### src/design/srac_pkg.sv
// Shared types, constants and helpers for the slant range to Cartesian converter.
package srac_pkg;

  localparam int RANGE_BITS = 24;
  localparam int ANGLE_BITS = 16;
  localparam int ROT_STAGES = 16;
  localparam int EXTRA_BITS = 32 - RANGE_BITS;

  localparam int SQ_IN_W  = 2 * RANGE_BITS + 2 * EXTRA_BITS;
  localparam int SQ_STEPS = SQ_IN_W / 2;
  localparam int ROOT_W   = SQ_STEPS;
  localparam int SQ_REM_W = ROOT_W + 1;

  localparam int ANG_W   = 32;
  localparam int CX_W    = 38;
  localparam int SCALE_W = 32;
  localparam int COORD_W = 40;
  localparam int SAT_W   = 48;

  localparam int GAIN_SHIFT  = 30;
  localparam int SCALE_SHIFT = 22 + EXTRA_BITS;
  localparam int VERT_SHIFT  = 20;

  localparam logic [31:0] CORDIC_GAIN = 32'h9B74_EDA8;

  localparam int CFG_IDX_W = 2;
  localparam logic [CFG_IDX_W-1:0] REG_HSCALE = 2'd0;
  localparam logic [CFG_IDX_W-1:0] REG_VSCALE = 2'd1;

  localparam logic [SCALE_W-1:0] HSCALE_RST = 32'd16777;
  localparam logic [SCALE_W-1:0] VSCALE_RST = 32'd167772;

  // accept to strobe: two front stages, root steps plus rounding, gain and
  // quadrant fold, rotation, axis swap, two scaling stages
  localparam int LATENCY = 2 + SQ_STEPS + 1 + 1 + ROT_STAGES + 1 + 2;

  localparam logic [ANG_W-1:0] ATAN_TAB [24] = '{
    32'h2000_0000, 32'h12E4_051D, 32'h09FB_385B, 32'h0511_11D4, 32'h028B_0D43,
    32'h0145_D7E1, 32'h00A2_F61E, 32'h0051_7C55, 32'h0028_BE53, 32'h0014_5F2E,
    32'h000A_2F98, 32'h0005_17CC, 32'h0002_8BE6, 32'h0001_45F3, 32'h0000_A2F9,
    32'h0000_517C, 32'h0000_28BE, 32'h0000_145F, 32'h0000_0A2F, 32'h0000_0517,
    32'h0000_028B, 32'h0000_0145, 32'h0000_00A2, 32'h0000_0051
  };

  typedef struct packed {
    logic        [RANGE_BITS-1:0] slant_range;
    logic        [ANGLE_BITS-1:0] bearing;
    logic signed [RANGE_BITS-1:0] target_height;
  } srac_in_t;

  typedef struct packed {
    logic signed [COORD_W-1:0] east_coord;
    logic signed [COORD_W-1:0] up_coord;
    logic signed [COORD_W-1:0] depth_coord;
    logic                      height_over_range;
  } srac_out_t;

  typedef struct packed {
    logic                      flag;
    logic        [1:0]         quad;
    logic        [ANGLE_BITS-1:0] bearing;
    logic signed [COORD_W-1:0] up;
  } srac_side_t;

  function automatic logic signed [COORD_W-1:0] sat40(input logic [SAT_W-1:0] mag,
                                                      input logic neg);
    logic [SAT_W-1:0] max_pos;
    logic [SAT_W-1:0] max_neg;
    logic [SAT_W-1:0] lim;
    logic [SAT_W-1:0] res;
    max_pos = {{(SAT_W-COORD_W+1){1'b0}}, {(COORD_W-1){1'b1}}};
    max_neg = {{(SAT_W-COORD_W){1'b0}}, 1'b1, {(COORD_W-1){1'b0}}};
    if (neg) begin
      lim = (mag > max_neg) ? max_neg : mag;
      res = {SAT_W{1'b0}} - lim;
    end else begin
      lim = (mag > max_pos) ? max_pos : mag;
      res = lim;
    end
    return res[COORD_W-1:0];
  endfunction

endpackage

### src/design/srac_scale.sv
// Two-stage magnitude times scale with rounding and 40-bit saturation.
module srac_scale (
  input  logic                                clk_i,
  input  logic        [srac_pkg::CX_W-1:0]    mag_i,
  input  logic                                neg_i,
  input  logic        [srac_pkg::SCALE_W-1:0] scale_i,
  output logic signed [srac_pkg::COORD_W-1:0] coord_o
);
  import srac_pkg::*;

  localparam int HALF_W = SCALE_W / 2;
  localparam int PP_W   = CX_W + HALF_W;
  localparam int SUM_W  = PP_W + 1;

  logic [PP_W-1:0]  p_hi_q;
  logic [PP_W-1:0]  p_lo_q;
  logic             neg_q;
  logic signed [COORD_W-1:0] coord_q;
  logic [SUM_W-1:0] comb;
  logic [SUM_W-1:0] rnd;
  logic [SUM_W-1:0] shifted;

  always_ff @(posedge clk_i) begin
    p_hi_q <= mag_i * scale_i[SCALE_W-1:HALF_W];
    p_lo_q <= mag_i * scale_i[HALF_W-1:0];
    neg_q  <= neg_i;
  end

  always_comb begin
    comb    = {1'b0, p_hi_q} + {{(HALF_W+1){1'b0}}, p_lo_q[PP_W-1:HALF_W]};
    rnd     = comb + (SUM_W'(1) << (SCALE_SHIFT - HALF_W - 1));
    shifted = rnd >> (SCALE_SHIFT - HALF_W);
  end

  always_ff @(posedge clk_i) begin
    coord_q <= sat40(shifted[SAT_W-1:0], neg_q);
  end

  assign coord_o = coord_q;

endmodule

### config.mk
export PLATFORM = sky130hd
export DESIGN_NAME = srac_scale
export DESIGN_NICKNAME = d
export VERILOG_FILES = /design/src/design/srac_pkg.sv /design/src/design/srac_scale.sv
export SDC_FILE = /design/constraint.sdc
export NUM_CORES = 2
export LEC_CHECK = 0
export BUFFER_PORTS_ARGS = -buffer_cell sky130_fd_sc_hd__buf_2
export CORE_UTILIZATION = 60
export CTS_BUF_LIST = sky130_fd_sc_hd__clkbuf_16
export DETAILED_ROUTE_END_ITERATION = 8
export GPL_ROUTABILITY_DRIVEN = 0
export PLACE_DENSITY_LB_ADDON = 0.12
export REMOVE_ABC_BUFFERS = 1
export SKIP_CTS_REPAIR_TIMING = 1
export SYNTH_ARGS = -nofsm -noshare
export SYNTH_HDL_FRONTEND = slang
export SYNTH_SLANG_ARGS = --single-unit
### constraint.sdc
create_clock -name clk_i -period 9.2 [get_ports clk_i]
set_input_delay 1.38 -clock clk_i [delete_from_list [all_inputs] [get_ports clk_i]]
set_output_delay 1.38 -clock clk_i [all_outputs]
set_load 0.01 [all_outputs]
# Word-level counts from Yosys, hierarchy flattened
# Cells that the tools add are included.
[classes]
addsub = 3
n_mul = 2
order_cmp = 2
n_mux = 3
[op_table]
columns = ["op", "count"]
rows = [
  ["$mux 40", 3],
  ["$mul 38x16->54", 2],
  ["$add 54x38->55", 1],
  ["$add 55x14->55 const B", 1],
  ["$gt 41x39->1 const B", 1],
  ["$gt 41x40->1 const B", 1],
  ["$sub 1x40->40 const A", 1],
]
[word_totals]
register_bits = 149
inputBits = 72
out_inout_bits = 40
word_cells = 14

# Longest topological paths before layout
[depth]
word_depth = 6
ltp_mapped = 27
mapped_depth_nobuf = 26

# Worst setup path before layout
# No wires, ideal clock.
[synth_timing]
kind = "input -> register"
start = "in scale_i[17] (netlist bit)"
end = "reg p_hi_q[52]"
setup_ns = 0.120
arrival_ns = 7.914
required_time_ns = 9.080
slack_ns = 1.166
path_stages = 27
n_path_buf = 2
path_cell_list = "clkbuf_1 clkbuf_1 nand2_1 fa_1 inv_1 fa_1 inv_1 fa_1 inv_1 fa_1 fa_1 inv_1 fa_1 inv_1 ha_1 a21o_1 a21o_1 a221o_1 a21oi_1 nor2_1 a211oi_1 a21oi_1 o31a_1 a21boi_0 o311ai_0 a31o_2 xor2_1"
[synth_between]
elab_chain_cells = 1
[synth_rtl]
columns = ["item", "line_no", "source"]
rows = [
  ["start, declared", "srac_scale.sv:6", "input logic [srac_pkg::SCALE_W-1:0] scale_i,"],
  ["$mul 38x16->54", "srac_scale.sv:24", "p_hi_q <= mag_i * scale_i[SCALE_W-1:HALF_W];"],
  ["end signal, assigned", "srac_scale.sv:24", ""],
  ["end, declared", "srac_scale.sv:15", "logic [PP_W-1:0] p_hi_q;"],
]
# Every way passes these cells.

# Worst setup path in the final report
[layout_timing]
start = "in scale_i[4] (netlist bit)"
end = "reg p_lo_q[52]"
[layout_between]
elab_chain_cells = 1
[layout_rtl]
columns = ["item", "line_no", "source"]
rows = [
  ["$mul 38x16->54", "srac_scale.sv:25", "p_lo_q <= mag_i * scale_i[HALF_W-1:0];"],
  ["end signal, assigned", "srac_scale.sv:25", ""],
  ["end, declared", "srac_scale.sv:16", "logic [PP_W-1:0] p_lo_q;"],
]
# Every way passes these cells.

==> flow_results.xml <==
<?xml version="1.0" encoding="UTF-8"?>
<metrics>
  <group name="run_status">
    <metric name="outcome" unit="">completed</metric>
  </group>
  <group name="clock_tree">
    <metric name="cts.sinks" unit="">133</metric>
    <metric name="ctsHtreeMaxLevel" unit="">4</metric>
    <metric name="clock-root-buffer" unit="">clkbuf_16</metric>
    <metric name="clock_insertion_delay_worst_skew" unit="ps">470</metric>
    <metric name="cts-root-to-sink-buffers" unit="">2</metric>
    <metric name="cts_made_buffers" unit="">17</metric>
    <metric name="tritoncts_clock_tree" unit="">done</metric>
    <metric name="clk_transition_reported_paths" unit="ps">60</metric>
  </group>
  <group name="setup_path">
    <metric name="worst_r2r_path_depth" unit="">20</metric>
    <metric name="worst_setup_path_end_kind" unit="">register</metric>
    <metric name="reg2reg_setup_slack" unit="ps">2190</metric>
    <metric name="worstReg2RegStart" unit="">p_hi_q[21]</metric>
    <metric name="timing.critical_path.from_type" unit="">input port</metric>
    <metric name="setup.worst_path.class" unit="">input port to register</metric>
    <metric name="worst_ep_arrival_time" unit="ps">8660</metric>
    <metric name="critical-path-top-cell-by-count" unit="">fa_1</metric>
    <metric name="timing.critical_path.slowest_stage_cell" unit="">buf_2</metric>
    <metric name="worst_ep_required_time" unit="ps">9600</metric>
    <metric name="crit_path_max_fanout" unit="">38</metric>
    <metric name="worst_path_largest_cell_delay" unit="ps">650</metric>
    <metric name="reg2reg_to" unit="">coord_o[38]</metric>
  </group>
  <group name="drt">
    <metric name="drt-pass1-iter-count" unit="">6</metric>
    <metric name="detail_route.vias_per_cell" unit="">5.69</metric>
    <metric name="wl_met3" unit="mm">13.2</metric>
    <metric name="remaining_drc_errors" unit="">0</metric>
    <metric name="met1_length" unit="mm">50.9</metric>
    <metric name="routed-wl-met2" unit="mm">54.6</metric>
    <metric name="detailedRoute.firstIterationViolations" unit="">2596</metric>
    <metric name="detailroute.via_count" unit="">34355</metric>
    <metric name="routed.top_layer" unit="">met5</metric>
    <metric name="final_antenna_net_count" unit="">0</metric>
    <metric name="drt-total-wl" unit="mm">123</metric>
    <metric name="wl_per_cell" unit="µm">20.4</metric>
  </group>
  <group name="layout">
    <metric name="nFillCells" unit="">6317</metric>
    <metric name="net_count_final" unit="">6460</metric>
    <metric name="drive_gt1_frac" unit="">0.0538</metric>
    <metric name="areaGrowthSynthToFinish" unit="%">4.45</metric>
    <metric name="final_common_cell" unit="">inv_1</metric>
    <metric name="most-common-layout-cells" unit="">1162 x inv_1, 1003 x fa_1, 918 x nand2_1</metric>
    <metric name="multi_input_area" unit="mm²">0.0361</metric>
    <metric name="flip_flop_and_latch_area" unit="mm²">0.00266</metric>
  </group>
  <group name="synth">
    <metric name="netlist.area_leader.share" unit="">0.454</metric>
    <metric name="share_of_flip_flops_with_an_asynchronous_set_or_reset" unit="">0</metric>
    <metric name="synth-edff-count" unit="">0</metric>
    <metric name="synth-warning-count" unit="">0</metric>
    <metric name="post-synth-top-area-cell" unit="">fa_1</metric>
    <metric name="synth_cells" unit="">5121</metric>
    <metric name="avgSynthCellArea" unit="µm²">8.64</metric>
    <metric name="postSynthRegisterBits" unit="">133</metric>
    <metric name="ys_top_cells_by_area" unit="">fa_1 45%, inv_1 9.8%, ha_1 9.2%</metric>
    <metric name="post_synth_instance_area" unit="mm²">0.0442</metric>
    <metric name="yosysUniqueCellTypes" unit="">93</metric>
    <metric name="seq_area_frac_synth" unit="">0.0602</metric>
    <metric name="synth-main-ff-cell" unit="">dfxtp_1</metric>
  </group>
  <group name="min_path">
    <metric name="hp-start" unit="">p_hi_q[50]</metric>
    <metric name="min_to" unit="">coord_o[36]</metric>
    <metric name="timing.hold.worst_path_depth" unit="">2</metric>
    <metric name="hold_path.class" unit="">register to register</metric>
  </group>
  <group name="timing">
    <metric name="final_number_of_hold_violating_endpoints" unit="">0</metric>
    <metric name="min_period_over_period" unit="">0.898</metric>
    <metric name="slew_viol_final" unit="">0</metric>
    <metric name="layout_min_cycle_time" unit="ps">8260</metric>
    <metric name="timing.setup.tns" unit="ps">0</metric>
    <metric name="setup_violations" unit="">0</metric>
    <metric name="rsz_0062_raised_after_global_routing" unit="">no</metric>
    <metric name="max_clock_freq" unit="GHz">0.121</metric>
    <metric name="finClkSkew" unit="ps">8.62</metric>
    <metric name="max_slew_margin" unit="">0.338</metric>
    <metric name="measured_slew_at_the_worst_slew_check_pin" unit="ps">985</metric>
  </group>
  <group name="global_routing">
    <metric name="pin_count_of_the_biggest_net_entering_global_routing" unit="">55</metric>
    <metric name="aggregate_global_route_resource_usage" unit="">0.349</metric>
    <metric name="antenna_found_initial" unit="">13</metric>
    <metric name="grt_pass1_wl" unit="mm">199</metric>
    <metric name="vias_in_the_first_global_route" unit="">35852</metric>
    <metric name="grt_remaining_overflow" unit="">0</metric>
  </group>
  <group name="floorplanning">
    <metric name="design.die.area" unit="mm²">0.0748</metric>
    <metric name="num_io_pins" unit="">112</metric>
    <metric name="die_x" unit="µm">273</metric>
    <metric name="fp.coreArea" unit="mm²">0.0730</metric>
    <metric name="die_y" unit="µm">273</metric>
    <metric name="initial_utilization" unit="">0.606</metric>
    <metric name="floorplan.rows" unit="">99</metric>
  </group>
  <group name="run">
    <metric name="drv_cap" unit="">0</metric>
  </group>
  <group name="placed_design">
    <metric name="post-dp-hpwl" unit="mm">97.9</metric>
    <metric name="placement.io_buffers" unit="">111</metric>
  </group>
</metrics>
-- worst max path at each step --
stage | depth (start not counted) | slack (ps) | startpoint | end
floorplan | 24 | 1650 | scale_i[20] | p_hi_q[47]
global placement | 26 | 580 | scale_i[17] | p_hi_q[52]
detailed placement | 26 | 500 | scale_i[17] | p_hi_q[52]
CTS | 26 | 1020 | scale_i[17] | p_hi_q[52]
global route | 27 | 550 | scale_i[4] | p_lo_q[52]
finish | 27 | 940 | scale_i[4] | p_lo_q[52]
-- worst max-delay path, delay by kind of cell --
kind,cells,cell delay (ps)
AOI/OAI and AO/OA,9,2060
xor gates and xnor gates,1,120
adders and majority gates,7,3380
buffers and inverters,7,1090
and+or+nand+nor,3,590
-- cells by family (layout without fill, tap and decap cells) --
kind of cell	after synthesis	after routing	synth area share
XOR/XNOR	109	109	0.0216
AND/OR/NAND/NOR	1642	1642	0.176
AO/OA/AOI/OAI	459	459	0.0709
flip-flops	133	133	0.0602
other	0	4	0
adder cells (fa/ha/maj)	1327	1327	0.546
buffers and inverters	1438	1391	0.123
multiplexers	13	13	0.00300
-- cells in the mapped netlist, types with 6 or more instances --
cell type	number
or2_2	9
a31o_2	8
a22oi_1	6
or3_1	12
o21ai_1	11
inv_1	1160
o21ai_0	72
nor3_1	33
and4_1	9
a21o_1	49
a211oi_1	9
nand4_1	28
xor2_1	36
o31ai_1	7
xnor2_1	73
dfxtp_1	133
o211ai_1	15
nor2b_1	19
nor2_1	104
a21oi_1	131
a31oi_1	17
or4_1	6
a21boi_0	6
nand2_1	918
and3_1	17
nand2b_1	23
fa_1	1003
ha_1	324
nand3_1	37
buf_4	6
o21a_1	26
and2_1	395
buf_1	7
mux2i_1	11
nor4_1	9
o21bai_1	13
clkbuf_1	257
-- area by class of cell --
class / count / share of cell area
flip-flops and latches: 133 / 0.0576
repair buffers: 199 / 0.0269
inverters: 1160 / 0.0943
clock buffers: 17 / 0.00921
well taps: 959 / 0.0260
multi-input cells: 3550 / 0.782
diodes: 4 / 0.000217
clock inverters: 15 / 0.00390
-- metrics by stage --
| stage | hold WS, ps | instance area [µm²] | cells | setup WS, ps | util |
|---|---|---|---|---|---|
| after floorplan | 614 | 43100 | 4843 | 1650 | - |
| after global placement | 705 | 45600 | 6001 | 583 | 0.625 |
| after detailed placement | 722 | 45600 | 6001 | 499 | 0.625 |
| after CTS | 741 | 46200 | 6033 | 1020 | 0.633 |
| after global routing | 774 | 46200 | 6033 | 546 | 0.633 |
| final | 750 | 46200 | 6037 | 938 | 0.633 |
-- sequential cells by signal, summed over array words and instances, names as in the netlist --
| signal | flops |
|---|---|
| p_hi_q | 54 |
| coord_o | 40 |
| p_lo_q | 38 |
| neg_q | 1 |
-- routing by layer --
layer / up-vias / global-route usage
met5: - / 0
met4: 18 / 0.110
li1: 15138 / -
met2: 1606 / 0.539
met1: 17350 / 0.487
met3: 243 / 0.0844
Power is left out: the tool's default activity adds up to more than one toggle a clock period on the data nets, which glitch-free logic cannot reach.
